$ cat config.mk
export PLATFORM = sky130hd
export DESIGN_NAME = numeric_literal_scanner_unit
export DESIGN_NICKNAME = d
export VERILOG_FILES = /design/src/nls_pkg.sv /design/src/nls_accum.sv /design/src/nls_scan.sv /design/src/numeric_literal_scanner_unit.sv
export SDC_FILE = /design/constraint.sdc
export NUM_CORES = 1
export LEC_CHECK = 0
export BUFFER_PORTS_ARGS = -buffer_cell sky130_fd_sc_hd__buf_4
export CAP_MARGIN = 0
export CORE_AREA = 2 2 176 178
export CTS_BUF_LIST = sky130_fd_sc_hd__clkbuf_8
export CTS_CLUSTER_DIAMETER = 100
export DETAILED_ROUTE_END_ITERATION = 10
export DIE_AREA = 0 0 178 180
export HOLD_SLACK_MARGIN = 0.03
export PLACE_DENSITY_LB_ADDON = 0.3
export SLEW_MARGIN = 20
export SYNTH_ARGS = -nofsm -noshare
export SYNTH_HDL_FRONTEND = slang
export SYNTH_SLANG_ARGS = --single-unit
export TNS_END_PERCENT = 5
$ cat constraint.sdc
create_clock -name clk -period 8.6 [get_ports clk]
set_input_delay 1.72 -clock clk [delete_from_list [all_inputs] [get_ports clk]]
set_output_delay 1.72 -clock clk [all_outputs]
set_load 0.03 [all_outputs]
$ cat src/nls_pkg.sv
// Shared types, constants and helper functions for the numeric literal scanner.
`timescale 1ns / 1ps

package nls_pkg;

	localparam int MAX_TOKEN_LEN = 64;
	localparam int CNT_W = $clog2(MAX_TOKEN_LEN + 1);
	localparam int LEN_W = 7;
	localparam int LEN_CAP = (MAX_TOKEN_LEN > 127) ? 127 : MAX_TOKEN_LEN;

	localparam logic [1:0] KIND_INT = 2'd0;
	localparam logic [1:0] KIND_FLOAT = 2'd1;
	localparam logic [1:0] KIND_NOTNUM = 2'd2;
	localparam logic [1:0] KIND_EOF = 2'd3;

	localparam logic [1:0] RX_DEC = 2'd0;
	localparam logic [1:0] RX_OCT = 2'd1;
	localparam logic [1:0] RX_HEX = 2'd2;

	typedef struct packed {
		logic [7:0] ch;
		logic is_first;
		logic end_of_input;
	} item_t;

	typedef struct packed {
		logic [1:0] kind;
		logic [31:0] value;
		logic [LEN_W-1:0] length;
		logic too_long;
	} result_t;

	function automatic logic is_dec(input logic [7:0] c);
		return (c >= 8'h30) && (c <= 8'h39);
	endfunction

	// Digit value of a hex character, or 16 when the character is no hex digit.
	function automatic logic [4:0] hex_val(input logic [7:0] c);
		logic [4:0] d;
		d = 5'd16;
		if ((c >= 8'h30) && (c <= 8'h39)) begin
			d = {1'b0, c[3:0]};
		end else if ((c >= 8'h61) && (c <= 8'h66)) begin
			d = 5'(c - 8'h57);
		end else if ((c >= 8'h41) && (c <= 8'h46)) begin
			d = 5'(c - 8'h37);
		end
		return d;
	endfunction

	function automatic logic [LEN_W-1:0] sat_len(input logic [CNT_W-1:0] cnt);
		logic [15:0] w;
		w = 16'(cnt);
		return (w > 16'd127) ? LEN_W'(127) : w[LEN_W-1:0];
	endfunction

endpackage

$ cat src/nls_accum.sv
// Digit accumulator: one multiply-add by 8, 10 or 16 with saturation.
`timescale 1ns / 1ps

module nls_accum (
	input logic [31:0] acc,
	input logic [1:0] radix,
	input logic done,
	input logic [7:0] ch,
	output logic [31:0] acc_next,
	output logic done_next
);

	logic [4:0] digit;
	logic [4:0] base;
	logic [35:0] wide;
	logic [35:0] sum;

	always_comb begin
		digit = nls_pkg::hex_val(ch);
		wide = {4'b0, acc};
		case (radix)
			nls_pkg::RX_HEX: begin
				base = 5'd16;
				sum = (wide << 4) + 36'(digit);
			end
			nls_pkg::RX_OCT: begin
				base = 5'd8;
				sum = (wide << 3) + 36'(digit);
			end
			default: begin
				base = 5'd10;
				sum = (wide << 3) + (wide << 1) + 36'(digit);
			end
		endcase
		acc_next = acc;
		done_next = done;
		if (!done) begin
			if (digit >= base) begin
				done_next = 1'b1;
			end else if (sum[35:32] != 4'd0) begin
				acc_next = 32'hFFFF_FFFF;
			end else begin
				acc_next = sum[31:0];
			end
		end
	end

endmodule

$ cat src/nls_scan.sv
// Recognizer state register and the per-character step logic.
`timescale 1ns / 1ps

module nls_scan (
	input logic clk,
	input logic arst_n,
	input logic step,
	input nls_pkg::item_t item,
	output logic res_valid,
	output nls_pkg::result_t res
);

	localparam logic [2:0] ST_IDLE = 3'd0;
	localparam logic [2:0] ST_INT = 3'd1;
	localparam logic [2:0] ST_HEX = 3'd2;
	localparam logic [2:0] ST_FRAC = 3'd3;
	localparam logic [2:0] ST_EXPSIGN = 3'd4;
	localparam logic [2:0] ST_EXP = 3'd5;

	logic [2:0] state_q;
	logic [1:0] radix_q;
	logic [31:0] acc_q;
	logic done_q;
	logic [nls_pkg::CNT_W-1:0] count_q;
	logic ovf_q;

	logic [2:0] state_d;
	logic [1:0] radix_d;
	logic [31:0] acc_d;
	logic done_d;
	logic [nls_pkg::CNT_W-1:0] count_d;
	logic ovf_d;

	logic [31:0] acc_step;
	logic done_step;
	logic open;
	logic accept;
	logic [7:0] c;

	nls_accum u_accum (
		.acc(acc_q),
		.radix(radix_q),
		.done(done_q),
		.ch(item.ch),
		.acc_next(acc_step),
		.done_next(done_step)
	);

	always_comb begin
		c = item.ch;
		open = (state_q >= ST_INT) && (state_q <= ST_EXP);
		state_d = state_q;
		radix_d = radix_q;
		acc_d = acc_q;
		done_d = done_q;
		count_d = count_q;
		ovf_d = ovf_q;
		res_valid = 1'b0;
		res = '0;
		accept = 1'b1;
		if (item.end_of_input) begin
			if (open) begin
				res_valid = 1'b1;
				res.kind = nls_pkg::KIND_EOF;
				res.length = nls_pkg::sat_len(count_q);
				res.too_long = ovf_q;
			end
			state_d = ST_IDLE;
			radix_d = nls_pkg::RX_DEC;
			acc_d = '0;
			done_d = 1'b0;
			count_d = '0;
			ovf_d = 1'b0;
		end else if (item.is_first) begin
			state_d = ST_IDLE;
			radix_d = nls_pkg::RX_DEC;
			acc_d = '0;
			done_d = 1'b0;
			count_d = '0;
			ovf_d = 1'b0;
			if (nls_pkg::is_dec(c)) begin
				state_d = ST_INT;
				radix_d = (c == 8'h30) ? nls_pkg::RX_OCT : nls_pkg::RX_DEC;
				acc_d = {28'd0, c[3:0]};
				count_d = nls_pkg::CNT_W'(1);
			end else if (c == 8'h2E) begin
				state_d = ST_FRAC;
				count_d = nls_pkg::CNT_W'(1);
			end else begin
				res_valid = 1'b1;
				res.kind = nls_pkg::KIND_NOTNUM;
				res.length = nls_pkg::LEN_W'(1);
			end
		end else if (!open) begin
			state_d = ST_IDLE;
			radix_d = nls_pkg::RX_DEC;
			acc_d = '0;
			done_d = 1'b0;
			count_d = '0;
			ovf_d = 1'b0;
		end else begin
			case (state_q)
				ST_INT: begin
					if (nls_pkg::is_dec(c)) begin
						acc_d = acc_step;
						done_d = done_step;
					end else if ((c == 8'h78) || (c == 8'h58)) begin
						if ((count_q == nls_pkg::CNT_W'(1)) && (radix_q == nls_pkg::RX_OCT)) begin
							radix_d = nls_pkg::RX_HEX;
						end else begin
							done_d = 1'b1;
						end
						state_d = ST_HEX;
					end else if (c == 8'h2E) begin
						state_d = ST_FRAC;
					end else if ((c == 8'h65) || (c == 8'h45)) begin
						state_d = ST_EXPSIGN;
					end else begin
						accept = 1'b0;
					end
				end
				ST_HEX: begin
					if (nls_pkg::hex_val(c) < 5'd16) begin
						acc_d = acc_step;
						done_d = done_step;
					end else begin
						accept = 1'b0;
					end
				end
				ST_FRAC: begin
					if ((c == 8'h65) || (c == 8'h45)) begin
						state_d = ST_EXPSIGN;
					end else if (!nls_pkg::is_dec(c)) begin
						accept = 1'b0;
					end
				end
				ST_EXPSIGN: begin
					state_d = ST_EXP;
					if ((c != 8'h2D) && (c != 8'h2B) && !nls_pkg::is_dec(c)) begin
						accept = 1'b0;
					end
				end
				default: begin
					if (!nls_pkg::is_dec(c)) begin
						accept = 1'b0;
					end
				end
			endcase
			if (accept) begin
				if (count_q >= nls_pkg::CNT_W'(nls_pkg::MAX_TOKEN_LEN)) begin
					ovf_d = 1'b1;
				end else begin
					count_d = count_q + nls_pkg::CNT_W'(1);
				end
			end else begin
				res_valid = 1'b1;
				res.length = nls_pkg::sat_len(count_q);
				res.too_long = ovf_q;
				if ((state_q == ST_INT) || (state_q == ST_HEX)) begin
					res.kind = nls_pkg::KIND_INT;
					res.value = acc_q;
				end else begin
					res.kind = nls_pkg::KIND_FLOAT;
				end
				state_d = ST_IDLE;
				radix_d = nls_pkg::RX_DEC;
				acc_d = '0;
				done_d = 1'b0;
				count_d = '0;
				ovf_d = 1'b0;
			end
		end
		res_valid = res_valid && step;
	end

	always_ff @(posedge clk or negedge arst_n) begin
		if (!arst_n) begin
			state_q <= ST_IDLE;
			radix_q <= nls_pkg::RX_DEC;
			acc_q <= '0;
			done_q <= 1'b0;
			count_q <= '0;
			ovf_q <= 1'b0;
		end else if (step) begin
			state_q <= state_d;
			radix_q <= radix_d;
			acc_q <= acc_d;
			done_q <= done_d;
			count_q <= count_d;
			ovf_q <= ovf_d;
		end
	end

endmodule

$ cat src/numeric_literal_scanner_unit.sv
// Top level of the numeric literal scanner: input register, scan step and result register.
`timescale 1ns / 1ps
// A result is registered when the scan step takes the request that ends its token.
// One request per cycle unless the output stalls; each step updates the recognizer state.
// A stalled result register holds its result and the input register fills behind it.
// Reset is asynchronous and active low; it empties both registers and returns the
// recognizer to idle with zero value and length.

module numeric_literal_scanner_unit (
	input logic clk,
	input logic arst_n,
	input logic s_axis_tvalid,
	output logic s_axis_tready,
	input logic [7:0] s_axis_tdata,   // [7:0] ch
	input logic [1:0] s_axis_tuser,   // [0] is_first, [1] end_of_input
	output logic m_axis_tvalid,
	input logic m_axis_tready,
	output logic [39:0] m_axis_tdata, // [31:0] value, [38:32] length, [39] zero
	output logic [2:0] m_axis_tuser   // [1:0] kind, [2] too_long
);

	nls_pkg::item_t item_s1;
	logic vld_s1;
	nls_pkg::result_t res_s2;
	logic vld_s2;

	nls_pkg::result_t scan_res;
	logic scan_vld;
	logic out_free;
	logic advance;

	assign out_free = !vld_s2 || m_axis_tready;
	assign advance = vld_s1 && out_free;
	assign s_axis_tready = !vld_s1 || advance;

	nls_scan u_scan (
		.clk(clk),
		.arst_n(arst_n),
		.step(advance),
		.item(item_s1),
		.res_valid(scan_vld),
		.res(scan_res)
	);

	always_ff @(posedge clk or negedge arst_n) begin
		if (!arst_n) begin
			vld_s1 <= 1'b0;
		end else if (s_axis_tready) begin
			vld_s1 <= s_axis_tvalid;
		end
	end

	always_ff @(posedge clk) begin
		if (s_axis_tvalid && s_axis_tready) begin
			item_s1.ch <= s_axis_tdata;
			item_s1.is_first <= s_axis_tuser[0];
			item_s1.end_of_input <= s_axis_tuser[1];
		end
	end

	always_ff @(posedge clk or negedge arst_n) begin
		if (!arst_n) begin
			vld_s2 <= 1'b0;
		end else if (out_free) begin
			vld_s2 <= scan_vld;
		end
	end

	always_ff @(posedge clk) begin
		if (scan_vld) begin
			res_s2 <= scan_res;
		end
	end

	assign m_axis_tvalid = vld_s2;
	assign m_axis_tdata = {1'b0, res_s2.length, res_s2.value};
	assign m_axis_tuser = {res_s2.too_long, res_s2.kind};

	a_value_int_only: assert property (@(posedge clk) disable iff (!arst_n)
		m_axis_tvalid && (m_axis_tuser[1:0] != nls_pkg::KIND_INT) |-> m_axis_tdata[31:0] == 32'd0)
		else $error("Nonzero value on a result that is not an integer.");

	a_notnum_shape: assert property (@(posedge clk) disable iff (!arst_n)
		m_axis_tvalid && (m_axis_tuser[1:0] == nls_pkg::KIND_NOTNUM)
		|-> (m_axis_tdata[38:32] == nls_pkg::LEN_W'(1)) && !m_axis_tuser[2])
		else $error("Not-numeric result must have length one and no overflow.");

	a_too_long_len: assert property (@(posedge clk) disable iff (!arst_n)
		m_axis_tvalid && m_axis_tuser[2]
		|-> m_axis_tdata[38:32] == nls_pkg::LEN_W'(nls_pkg::LEN_CAP))
		else $error("Overflowed token must report the saturated length.");

	a_result_needs_request: assert property (@(posedge clk) disable iff (!arst_n)
		!vld_s1 && !vld_s2 |=> !vld_s2)
		else $error("Result appeared without a request in the input register.");

endmodule

==> impl_metrics.toml <==
[synth]
yosys_warnings = 0
syn_area_sq_um = 8965
synth_seq_area_share_pct = 30.82
ys_async_sr_fraction_pct = 48.00
yosys_register_bits = 100
synthCells = 1028
yosys_most_used_dff = "edfxtp_1"
synth_edf_count = 52
syn_nets = 1125
synthDistinctLibCells = 88
syn_area_per_cell_sq_um = 8.721

[route]
vias_per_cell = 5.638
vias = 8079
drt_iter0_markers = 710
ant_nets = 0
wirelength_mm = 27.07
post_drt_wl_per_cell_um = 18.89
drc = 0
first_pass_iters = 6

[pwr]
p_leak_nw = 3.888
peakVddDrop_v = 0.00007664
power.density_nw_per_um2 = 193.3

[timing]
rsz0062_at_grt = "no"
timing.slew.headroom_pct = 32.79
fmax_mhz = 155.3
min_period_ns = 6.438
fin_setup_tns_ns = 0
finalHoldViolations = 0
fin_ws_ns = 2.162
drv_slew = 0
worst_slew_pin_slew_ns = 1.008
fin_crit_sh_pct = 74.86
setup_violations = 0
fin_worst_skew_ns = 0.01913

[clock_network]
clock-sinks = 100
clock_path_buffers = 2
cts_tree = "yes"
cts_post_setup_buffers_inserted = 0
clock_latency_ns = 0.41
cts.clk_slew.worst_paths_ns = 0.10
cts_hold_buffers = 0
cts_resized = 0
cts-root-buf = "clkbuf_8"
cts-htree-levels = 3
cts_inserted_buffers = 9

[critical_path]
start_kind = "flop"
worstSetupPathType = "flop to flop"
worstSetupStartpoint = "item_s1[2]$_DFFE_PP_"
required_ns = 8.84
critPathCaptureType = "flop"
worstPathArrival_ns = 6.68
crit_fanout = 22
worstReg2RegStart = "item_s1[2]$_DFFE_PP_"

[outcome]
run_status = "complete, no violations"

[layout]
final_common_cell = "o21ai_0"
syn2layout_area_growth_pct = 10.23
antenna_cells = 0
num-nets-final = 1129
drive_above_1_share_pct = 11.38
final_cell_mix = "82 x o21ai_0, 80 x nand2_1, 79 x ha_1"

[min_path]
min_from = "u_scan.ovf_q$_DFFE_PN0P_"
hp-class = "flop to flop"

[global_routing]
grt_antenna_before_repair = 0
grt_first_pass_wirelength_mm = 43.33
grt_max_degree = 64
overflow = 0
grt_usage_pct = 17.03
grt_pass1_vias = 7720

[placement]
place_congestion = 0.8904
pre_cts_slack_ns = 2.231
hpwlAfterDp_mm = 19.66
portBuffers = 57

[job]
drv_cap = 0

[floorplanning]
rows = 64
core_sq_um = 30190
die_w_um = 178
initial_utilization_pct = 29.70
die_h_um = 180
die-area_sq_um = 32040
io_pins = 59
-- layout make-up --
cell class | count | area [sq um]
Inverter | 40 | 150.1
Multi-Input combinational cell | 814 | 5737
Clock buffer | 10 | 137.6
Sequential cell | 100 | 2763
Timing Repair Buffer | 67 | 503.0
Clock inverter | 6 | 96.34
Tap cell | 396 | 495.5
Fill cell | 3167 | 20310
-- through the flow --
| stage | total power, mW | hold slack [ns] | instances | instance area (sq um) | util, % |
|---|---|---|---|---|---|
| 3_3_place_gp | 1.544 | 0.4861 | 1417 | 9648 | 31.96 |
| 2_1_floorplan | 1.324 | 0.4544 | 1028 | 8965 | - |
| 6_report | 1.910 | 0.5069 | 1433 | 9882 | 32.73 |
| 4_1_cts | 1.913 | 0.5064 | 1433 | 9882 | 32.73 |
| 3_5_place_dp | 1.549 | 0.4805 | 1417 | 9648 | 31.96 |
| 5_1_grt | 2.045 | 0.5563 | 1433 | 9882 | 32.73 |
-- registers in the layout, summed over array words and instances (netlist names) --
name / count
u_scan.acc_q: 32
u_scan.ovf_q: 1
u_scan.radix_q: 2
m_axis_tdata: 39
m_axis_tuser: 3
u_scan.count_q: 7
m_axis_tvalid: 1
vld_s1: 1
item_s1: 10
u_scan.state_q: 3
u_scan.done_q: 1
-- critical path: stages, from the launching register on --
cell and delay, ns:
edfxtp_1 0.53, inv_1 0.17, ha_1 0.22, o21ba_2 0.18, o21a_1 0.15, nand2_1 0.19
o21ai_0 0.53, inv_1 0.12, fa_1 0.55, inv_1 0.06, ha_1 0.27, a21oi_1 0.06
nand4b_1 0.20, a211o_1 0.37, a2111oi_0 0.65, o21ai_0 0.26, a31oi_1 0.21, nand3_1 0.48
nor2_4 0.82, o221ai_1 0.25
-- Yosys cell counts, drive strengths merged (6+ instances only) --
cell / instances / area, sq um
dfrtp: 48 / 1201
xor2: 28 / 245.2
o21a: 8 / 60.06
or3: 6 / 37.54
inv: 39 / 146.4
nand2: 80 / 300.3
a31oi: 28 / 237.7
a211oi: 6 / 45.04
xnor2: 51 / 446.7
or2: 7 / 43.79
clkbuf: 47 / 177.7
a21o: 14 / 105.1
nor2: 66 / 255.2
o21ai: 87 / 435.4
and2: 38 / 237.7
o211ai: 10 / 75.07
nor2b: 11 / 68.82
nand3: 35 / 175.2
a22oi: 8 / 60.06
ha: 79 / 988.5
a221o: 6 / 60.06
o221ai: 8 / 70.07
nor4: 22 / 143.9
nand2b: 9 / 56.30
nor3: 22 / 115.1
or4: 9 / 71.32
a21oi: 55 / 275.3
a221oi: 16 / 146.4
nand4: 20 / 143.9
buf: 27 / 161.4
edfxtp: 52 / 1562
-- final timing paths --
path	cells past startpoint	end	slack (ns)
max in group asynchronous	1	u_scan.count_q[3]$_DFFE_PN0P_	6.77
hold reg to reg	2	u_scan.ovf_q$_DFFE_PN0P_	0.51
setup / recovery	19	u_scan.acc_q[3]$_DFFE_PN0P_	2.16
min in group asynchronous	1	u_scan.acc_q[29]$_DFFE_PN0P_	1.36
hold / removal	2	u_scan.ovf_q$_DFFE_PN0P_	0.51
setup reg to reg	19	u_scan.acc_q[3]$_DFFE_PN0P_	2.16
-- per-layer routing --
metal / part of all wire (%) / up-vias / track usage, %
li1: - / 3841 / -
met1: 46 / 3919 / 23.83
met2: 47 / 283 / 27.36
met3: 5.8 / 36 / 2.771
met4: 1.6 / 0 / 3.934
met5: 0 / - / 0
-- cells by family after synthesis --
logic type | after synthesis | synth area share [%]
flip-flops | 100 | 30.82
multiplexers | 7 | 0.8374
other | 1 | 0.04183
AND/OR/NAND/NOR | 351 | 20.80
XOR/XNOR | 79 | 7.718
buffers and inverters | 114 | 5.457
adder cells (fa/ha/maj) | 83 | 11.92
AO/OA/AOI/OAI | 293 | 22.41
-- power breakdown --
part	total (mW)	internal, mW	leakage (nW)	switching, mW
combinational	0.845	0.335	2.65	0.511
sequential	0.703	0.556	1.13	0.147
clock	0.361	0.175	0.115	0.186
total	1.91	1.07	3.89	0.844
(Power assumes the default switching activity.)
